### src/rtl/rwvg_pkg.sv
// Shared constants, codes and types for the RSSI window variance grader.
package rwvg_pkg;

  localparam int WINDOW_DEPTH = 8;
  localparam int ADDR_W       = $clog2(WINDOW_DEPTH);
  localparam int SAMPLE_W     = 10;
  localparam int SUM_W        = SAMPLE_W + ADDR_W;
  localparam int SQ_W         = 2 * SAMPLE_W - 1;
  localparam int SUMSQ_W      = SQ_W + ADDR_W;
  localparam int VAR_W        = 19;
  localparam int LIMIT_W      = 18;
  localparam int FILL_W       = ADDR_W + 1;

  localparam int DIFF_W       = VAR_W + 2;
  localparam logic signed [DIFF_W-1:0] VAR_MAX = DIFF_W'(262143);
  localparam logic signed [DIFF_W-1:0] VAR_MIN = -DIFF_W'(262144);

  localparam logic [1:0] QUAL_EXCELLENT = 2'd0;
  localparam logic [1:0] QUAL_GOOD      = 2'd1;
  localparam logic [1:0] QUAL_FAIR      = 2'd2;
  localparam logic [1:0] QUAL_POOR      = 2'd3;

  localparam logic [1:0] REG_EXCELLENT = 2'd0;
  localparam logic [1:0] REG_GOOD      = 2'd1;
  localparam logic [1:0] REG_FAIR      = 2'd2;

  localparam logic [LIMIT_W-1:0] EXCELLENT_RST = LIMIT_W'(9);
  localparam logic [LIMIT_W-1:0] GOOD_RST      = LIMIT_W'(36);
  localparam logic [LIMIT_W-1:0] FAIR_RST      = LIMIT_W'(100);

  typedef struct packed {
    logic signed [SUM_W-1:0] sum;
    logic [SUMSQ_W-1:0]      sumsq;
  } win_stats_t;

endpackage

### src/rtl/rssi_window_variance_grader_unit.sv
// Top level of the RSSI window variance grader.
//
// Slave stream s_*: one signed 10-bit dBm sample per transaction.
// Master stream m_*: one graded result per sample; tdata carries quality and
// the window variance, tuser flags that the window is still filling.
// Config port: cfg_we writes limit cfg_index (0 excellent, 1 good, 2 fair);
// other indexes are ignored. Write only while the block is idle.
//
// While filling, the result is registered with the input transaction and put
// out from the emit state. Once full, the ring memory is walked one entry per
// cycle through a single 10x10 multiply-accumulate; the 8 reads, the read/square
// pipe and the mean-square, variance and grading stages then lead to the emit
// state, which puts the result out.
// One sample is processed at a time; s_tready is high whenever the block is
// idle, even while a result waits on m_tready. With the output stalled the
// next result waits in the output stage, holding s_tready low, until it drains.
//
// Reset (rst, synchronous) empties the window and restores the default
// limits 9, 36 and 100. No memory clearing pass is needed: results are
// forced to poor until all eight entries have been written.
module rssi_window_variance_grader_unit (
  input  logic        clk,
  input  logic        rst,
  input  logic        s_tvalid,
  output logic        s_tready,
  input  logic [15:0] s_tdata,   // [9:0] rssi_sample
  output logic        m_tvalid,
  input  logic        m_tready,
  output logic [23:0] m_tdata,   // [1:0] quality, [20:2] variance
  output logic        m_tuser,   // [0] filling
  input  logic        cfg_we,
  input  logic [1:0]  cfg_index,
  input  logic [rwvg_pkg::LIMIT_W-1:0] cfg_data
);
  import rwvg_pkg::*;

  localparam logic [2:0] ST_IDLE  = 3'd0;
  localparam logic [2:0] ST_WALK  = 3'd1;
  localparam logic [2:0] ST_MEAN  = 3'd2;
  localparam logic [2:0] ST_VAR   = 3'd3;
  localparam logic [2:0] ST_GRADE = 3'd4;
  localparam logic [2:0] ST_EMIT  = 3'd5;

  logic [2:0]           state;
  logic [ADDR_W-1:0]    wslot;
  logic [FILL_W-1:0]    fill_count;
  logic [FILL_W-1:0]    fill_next;
  logic [LIMIT_W-1:0]   excellent_limit;
  logic [LIMIT_W-1:0]   good_limit;
  logic [LIMIT_W-1:0]   fair_limit;
  logic                 in_xfer;
  logic                 win_start;
  logic                 win_done;
  win_stats_t           stats;

  logic signed [SAMPLE_W-1:0]   mean;
  logic signed [2*SAMPLE_W-1:0] mean_prod;
  logic [SQ_W-1:0]              msq;
  logic [SQ_W-1:0]              sq8;
  logic signed [DIFF_W-1:0]     diff;
  logic signed [VAR_W-1:0]      var_sat;
  logic [1:0]                   res_quality;
  logic signed [VAR_W-1:0]      res_variance;
  logic                         res_filling;
  logic [1:0]                   grade;
  logic                         out_free;

  assign s_tready  = (state == ST_IDLE);
  assign in_xfer   = s_tvalid && s_tready;
  assign fill_next = (fill_count == FILL_W'(WINDOW_DEPTH)) ? fill_count
                                                            : fill_count + 1'b1;
  assign win_start = in_xfer && (fill_next == FILL_W'(WINDOW_DEPTH));
  assign out_free  = !m_tvalid || m_tready;

  assign mean      = SAMPLE_W'(stats.sum >>> ADDR_W);
  assign mean_prod = mean * mean;
  assign diff      = $signed({2'b00, sq8}) - $signed({2'b00, msq});

  always_comb begin
    if ($signed({var_sat[VAR_W-1], var_sat}) < $signed({2'b00, excellent_limit})) begin
      grade = QUAL_EXCELLENT;
    end else if ($signed({var_sat[VAR_W-1], var_sat}) < $signed({2'b00, good_limit})) begin
      grade = QUAL_GOOD;
    end else if ($signed({var_sat[VAR_W-1], var_sat}) < $signed({2'b00, fair_limit})) begin
      grade = QUAL_FAIR;
    end else begin
      grade = QUAL_POOR;
    end
  end

  rwvg_window u_window (
    .clk     (clk),
    .rst     (rst),
    .wr_en   (in_xfer),
    .wr_addr (wslot),
    .wr_data (s_tdata[SAMPLE_W-1:0]),
    .start   (win_start),
    .done    (win_done),
    .stats   (stats)
  );

  // datapath registers
  always_ff @(posedge clk) begin
    if (state == ST_MEAN) begin
      msq <= mean_prod[SQ_W-1:0];
      sq8 <= stats.sumsq[SUMSQ_W-1:ADDR_W];
    end
    if (state == ST_VAR) begin
      if (diff > VAR_MAX) begin
        var_sat <= VAR_MAX[VAR_W-1:0];
      end else if (diff < VAR_MIN) begin
        var_sat <= VAR_MIN[VAR_W-1:0];
      end else begin
        var_sat <= diff[VAR_W-1:0];
      end
    end
    if (in_xfer && !win_start) begin
      res_quality  <= QUAL_POOR;
      res_variance <= '0;
      res_filling  <= 1'b1;
    end else if (state == ST_GRADE) begin
      res_quality  <= grade;
      res_variance <= var_sat;
      res_filling  <= 1'b0;
    end
    if ((state == ST_EMIT) && out_free) begin
      m_tdata <= {3'b000, res_variance, res_quality};
      m_tuser <= res_filling;
    end
  end

  // control
  always_ff @(posedge clk) begin
    if (rst) begin
      state           <= ST_IDLE;
      wslot           <= '0;
      fill_count      <= '0;
      m_tvalid        <= 1'b0;
      excellent_limit <= EXCELLENT_RST;
      good_limit      <= GOOD_RST;
      fair_limit      <= FAIR_RST;
    end else begin
      if (cfg_we) begin
        case (cfg_index)
          REG_EXCELLENT: excellent_limit <= cfg_data;
          REG_GOOD:      good_limit      <= cfg_data;
          REG_FAIR:      fair_limit      <= cfg_data;
          default: ;
        endcase
      end
      if (m_tready && !((state == ST_EMIT) && out_free)) begin
        m_tvalid <= 1'b0;
      end
      case (state)
        ST_IDLE: begin
          if (in_xfer) begin
            wslot      <= (wslot == ADDR_W'(WINDOW_DEPTH - 1)) ? '0 : wslot + 1'b1;
            fill_count <= fill_next;
            state      <= win_start ? ST_WALK : ST_EMIT;
          end
        end
        ST_WALK: begin
          if (win_done) begin
            state <= ST_MEAN;
          end
        end
        ST_MEAN:  state <= ST_VAR;
        ST_VAR:   state <= ST_GRADE;
        ST_GRADE: state <= ST_EMIT;
        ST_EMIT: begin
          if (out_free) begin
            m_tvalid <= 1'b1;
            state    <= ST_IDLE;
          end
        end
        default: state <= ST_IDLE;
      endcase
    end
  end

`ifndef SYNTHESIS
  a_fill_bound: assert property (@(posedge clk) disable iff (rst)
    fill_count <= FILL_W'(WINDOW_DEPTH))
    else $error("fill count beyond window depth");

  a_filling_poor: assert property (@(posedge clk) disable iff (rst)
    (m_tvalid && m_tuser) |-> (m_tdata[1:0] == QUAL_POOR && m_tdata[20:2] == '0))
    else $error("filling result not poor with zero variance");

  a_done_in_walk: assert property (@(posedge clk) disable iff (rst)
    win_done |-> (state == ST_WALK))
    else $error("window walk finished outside walk state");

  a_walk_after_full: assert property (@(posedge clk) disable iff (rst)
    win_start |=> (fill_count == FILL_W'(WINDOW_DEPTH)))
    else $error("walk started before window full");
`endif

endmodule

### src/rtl/rwvg_window.sv
// Sample ring memory and the multiply-accumulate walk over its entries.
module rwvg_window (
  input  logic                           clk,
  input  logic                           rst,
  input  logic                           wr_en,
  input  logic [rwvg_pkg::ADDR_W-1:0]    wr_addr,
  input  logic signed [rwvg_pkg::SAMPLE_W-1:0] wr_data,
  input  logic                           start,
  output logic                           done,
  output rwvg_pkg::win_stats_t           stats
);
  import rwvg_pkg::*;

  logic signed [SAMPLE_W-1:0] ring [WINDOW_DEPTH];
  logic signed [SAMPLE_W-1:0] rd_data;
  logic signed [SAMPLE_W-1:0] d_reg;
  logic [SQ_W-1:0]            sq;
  logic signed [2*SAMPLE_W-1:0] prod;
  logic [ADDR_W-1:0]          rd_cnt;
  logic [ADDR_W-1:0]          acc_cnt;
  logic                       issuing;
  logic                       rd_vld;
  logic                       sq_vld;

  assign prod = rd_data * rd_data;

  always_ff @(posedge clk) begin
    if (wr_en) begin
      ring[wr_addr] <= wr_data;
    end
    if (issuing) begin
      rd_data <= ring[rd_cnt];
    end
    if (rd_vld) begin
      sq    <= prod[SQ_W-1:0];
      d_reg <= rd_data;
    end
    if (start) begin
      stats.sum   <= '0;
      stats.sumsq <= '0;
    end else if (sq_vld) begin
      stats.sum   <= stats.sum + SUM_W'(d_reg);
      stats.sumsq <= stats.sumsq + SUMSQ_W'(sq);
    end
  end

  always_ff @(posedge clk) begin
    if (rst) begin
      issuing <= 1'b0;
      rd_cnt  <= '0;
      rd_vld  <= 1'b0;
      sq_vld  <= 1'b0;
      acc_cnt <= '0;
      done    <= 1'b0;
    end else begin
      done   <= !start && sq_vld && (acc_cnt == ADDR_W'(WINDOW_DEPTH - 1));
      rd_vld <= issuing;
      sq_vld <= rd_vld;
      if (start) begin
        issuing <= 1'b1;
        rd_cnt  <= '0;
        acc_cnt <= '0;
      end else begin
        if (issuing) begin
          rd_cnt <= rd_cnt + 1'b1;
          if (rd_cnt == ADDR_W'(WINDOW_DEPTH - 1)) begin
            issuing <= 1'b0;
          end
        end
        if (sq_vld) begin
          acc_cnt <= acc_cnt + 1'b1;
        end
      end
    end
  end

endmodule
### config.mk
export PLATFORM = sky130hd
export DESIGN_NAME = rssi_window_variance_grader_unit
export DESIGN_NICKNAME = d
export VERILOG_FILES = /design/src/rtl/rwvg_pkg.sv /design/src/rtl/rssi_window_variance_grader_unit.sv /design/src/rtl/rwvg_window.sv
export SDC_FILE = /design/constraint.sdc
export NUM_CORES = 1
export LEC_CHECK = 0
export ABC_AREA = 1
export ABC_CLOCK_PERIOD_IN_PS = 6730
export BUFFER_PORTS_ARGS = -buffer_cell sky130_fd_sc_hd__buf_2
export CAP_MARGIN = 20
export CORE_MARGIN = 2
export CORE_UTILIZATION = 40
export DETAILED_ROUTE_END_ITERATION = 10
export PLACE_DENSITY = 0.54
export REMOVE_ABC_BUFFERS = 1
export SLEW_MARGIN = 20
export SYNTH_ARGS = -nofsm -noshare
export SYNTH_HDL_FRONTEND = slang
export SYNTH_SLANG_ARGS = --single-unit
### constraint.sdc
create_clock -name clk -period 6.73 [get_ports clk]
set_clock_uncertainty 0.15 [all_clocks]
set_input_delay 0.673 -clock clk [delete_from_list [all_inputs] [get_ports clk]]
set_output_delay 0.673 -clock clk [all_outputs]
set_load 0.05 [all_outputs]
==> results.ini <==
[outcome]
status = finished clean

[timing]
setup_viol = 0
fin_ws_ns = 0.965
post-route-period-util_pct = 85.7
finalCriticalPeriod_ns = 5.77
tns_ns = 0
tightest_slew_ns = 1.02
clock.fmax_ghz = 0.173
slew_headroom_pct = 32.1
slew_violations = 0
hold_viol_final = 0
rsz0062_at_grt = false

[critical_path]
cp.required_ns = 6.86
end_kind = flop
cp_cell_sequence = nand2_1 -> inv_1 -> fa_1 -> inv_1 -> fa_1 -> inv_1 -> fa_1 -> fa_1 -> inv_1 -> fa_1 -> inv_1 -> ha_1 -> a21oi_1 -> o21ai_0 -> a21oi_1 -> o21ai_0 -> xor2_1
worst_path_max_delay_cell = fa_1
path_max_fanout = 14
crit_path_start_kind = flop
reg2reg_depth = 17
path_class = reg2reg
max_stage_delay_ns = 0.72
timing.critical_path.arrival_ns = 5.90

[min_path]
whs_path_depth = 3
hold_path_class = in2reg

[cells_and_area]
finalInstanceArea_um2 = 25300
largest_registers = u_window.ring: 80 flops, u_window.stats: 35 flops, m_tdata: 21 flops
largest_reg_flops = 80
diodes = 0
stdcell_count = 3476
drive_gt1_share_pct = 6.88
area_growth_pct = 10.2
nets = 3089
regMostFlops = u_window.ring

[grt]
grt_max_degree = 61
grt_pass1_wl_mm = 87.5
antenna_found_initial = 0
grt_overflow_total = 0
grt.total_usage_pct = 18.1
grt_pass1_vias = 17500

[yosys]
yosys.area.top_type = edfxtp_1
ys_seq_area_share_pct = 37.1
synth_top_area_share_pct = 25.5
synth_area_um2 = 22900
synth_seq_cells = 327
synth_cells = 2644
synth_area_leaders = edfxtp_1 26%, fa_1 13%, dfxtp_1 12%
synth_edf_count = 195
yosys_warnings = 0
avgSynthCellArea_um2 = 8.67
synth.distinct_cells = 52
synthFlopType = edfxtp_1
synth-async-reset-ratio_pct = 0

[floorplanning]
io_pins = 68
die-area_um2 = 59300
row_count = 87
dieWidth_um = 243
start_util_pct = 40.6
dieHeight_um = 243
core_um2 = 56500

[pwr]
ir_worst_vdd_uv = 532
power_density_nw_per_um2 = 459
p_leak_nw = 12.1

[cts]
cts.sinks = 327
htree_levels = 2
cts_tree = done
cts_hold_buffers = 0
cts_setup_buffers = 0
cts_buffers = 39
clock_path_buffers = 3
cts_resized = 0
clkTransAtPathRegs_ns = 0.06
cts-root-buf = clkbuf_16
clk-insertion-delay-late_ns = 0.55

[placement]
dp_slack_ns = 0.945
port_buffers = 58
placed_cells = 3404
place_area_um2 = 24000
gp_congestion = 0.894
post-dp-hpwl_mm = 39.8

[detailed_routing]
wl_per_cell_um = 15.0
postRouteAntennaNets = 0
drc = 0
viasPerCell = 4.86
firstDrtPassIters = 5
dr_total_vias = 16900
drt_first_iter_violations = 886
routed_wl_mm = 52.2

[job]
max_cap_viol_count = 0

per-layer routing:
| layer | vias to the layer above | global-route usage, % | routed length [µm] |
|---|---|---|---|
| li1 | 8529 | - | - |
| met1 | 8072 | 22.3 | 23100 |
| met2 | 219 | 33.5 | 26500 |
| met3 | 70 | 2.42 | 1730 |
| met4 | 0 | 4.22 | 898 |
| met5 | - | 0 | 0 |
cell usage in the layout (no fill, tap or decap), types with 5 or more instances in the layout:
cell type,n
buf_2,58
a21oi_1,185
o22ai_1,11
nor2_1,239
clkbuf_1,8
nand2_1,475
a21o_1,12
dfxtp_1,131
clkbuf_8,5
nor2_4,5
a211oi_1,6
clkinv_2,6
o211ai_1,11
xnor2_1,28
nor2_2,5
a31oi_1,14
nand4_1,16
ha_1,205
nor3_1,19
clkbuf_16,40
o21ai_0,138
fa_1,154
buf_4,17
nand2_2,21
o21bai_1,11
edfxtp_1,195
xor2_1,43
inv_1,522
nand3_1,83
critical path, delay by kind of cell (launching register included):
| family | cells | cell delay [ns] |
|---|---|---|
| AO/OA/AOI/OAI | 4 | 0.82 |
| XOR/XNOR | 1 | 0.16 |
| adder cells (fa/ha/maj) | 6 | 3.14 |
| buffers and inverters | 5 | 0.36 |
| flip-flops | 1 | 0.63 |
| AND/OR/NAND/NOR | 1 | 0.23 |
worst paths after layout:
kind / slack (ns) / to / startpoint
hold reg to reg: 0.28 / m_tdata[13]$_DFFE_PP_ / res_variance[11]$_SDFFE_PP0N_
hold / removal: 0.24 / good_limit[2]$_SDFFE_PP1P_ / cfg_data[2]
setup / recovery: 0.96 / u_window.sq[17]$_DFFE_PP_ / u_window.rd_data[9]$_DFFE_PP_
setup reg to reg: 0.96 / u_window.sq[17]$_DFFE_PP_ / u_window.rd_data[9]$_DFFE_PP_
logic make-up (layout without fill, tap and decap cells):
logic type	count (synthesis)	in the layout	share of synthesized area [%]
AO/OA/AOI/OAI	407	407	9.78
flip-flops	327	327	37.1
buffers and inverters	600	674	10.0
XOR/XNOR	71	71	2.71
other	1	3	0.0164
adder cells (fa/ha/maj)	359	359	24.6
AND/OR/NAND/NOR	879	879	15.8
through the flow:
stage	power [mW]	hold slack, ns	util (%)
6_report	11.6	0.240	44.7
5_1_grt	12.9	0.230	44.7
4_1_cts	11.8	0.215	44.7
3_5_place_dp	9.72	0.268	42.5
3_3_place_gp	9.57	0.267	42.5
2_1_floorplan	8.07	0.253	-
final cells by class:
cell class | instances | area [µm²]
clock buffer | 53 | 1100
sequential | 327 | 8500
tap | 756 | 946
fill | 5517 | 31200
inverter | 526 | 1970
timing repair buffer | 76 | 433
clock inverter | 19 | 150
multi-input combinational | 1719 | 12200
power by group:
part / switching, mW / leakage [nW] / internal, mW
Sequential: 0.180 / 2.86 / 2.75
Combinational: 4.18 / 8.60 / 2.46
Clock: 0.849 / 0.613 / 1.19
cell usage after synthesis, types with 21 or more instances:
cell type  number
ha_1          205
clkbuf_1       64
edfxtp_1      195
fa_1          154
nand3_1        84
nor2_1        242
xor2_1         43
o21ai_0       138
inv_1         522
dfxtp_1       132
nor3_1         21
xnor2_1        28
a21oi_1       185
nand2_2        21
nand2_1       475
(Power assumes the default switching activity.)
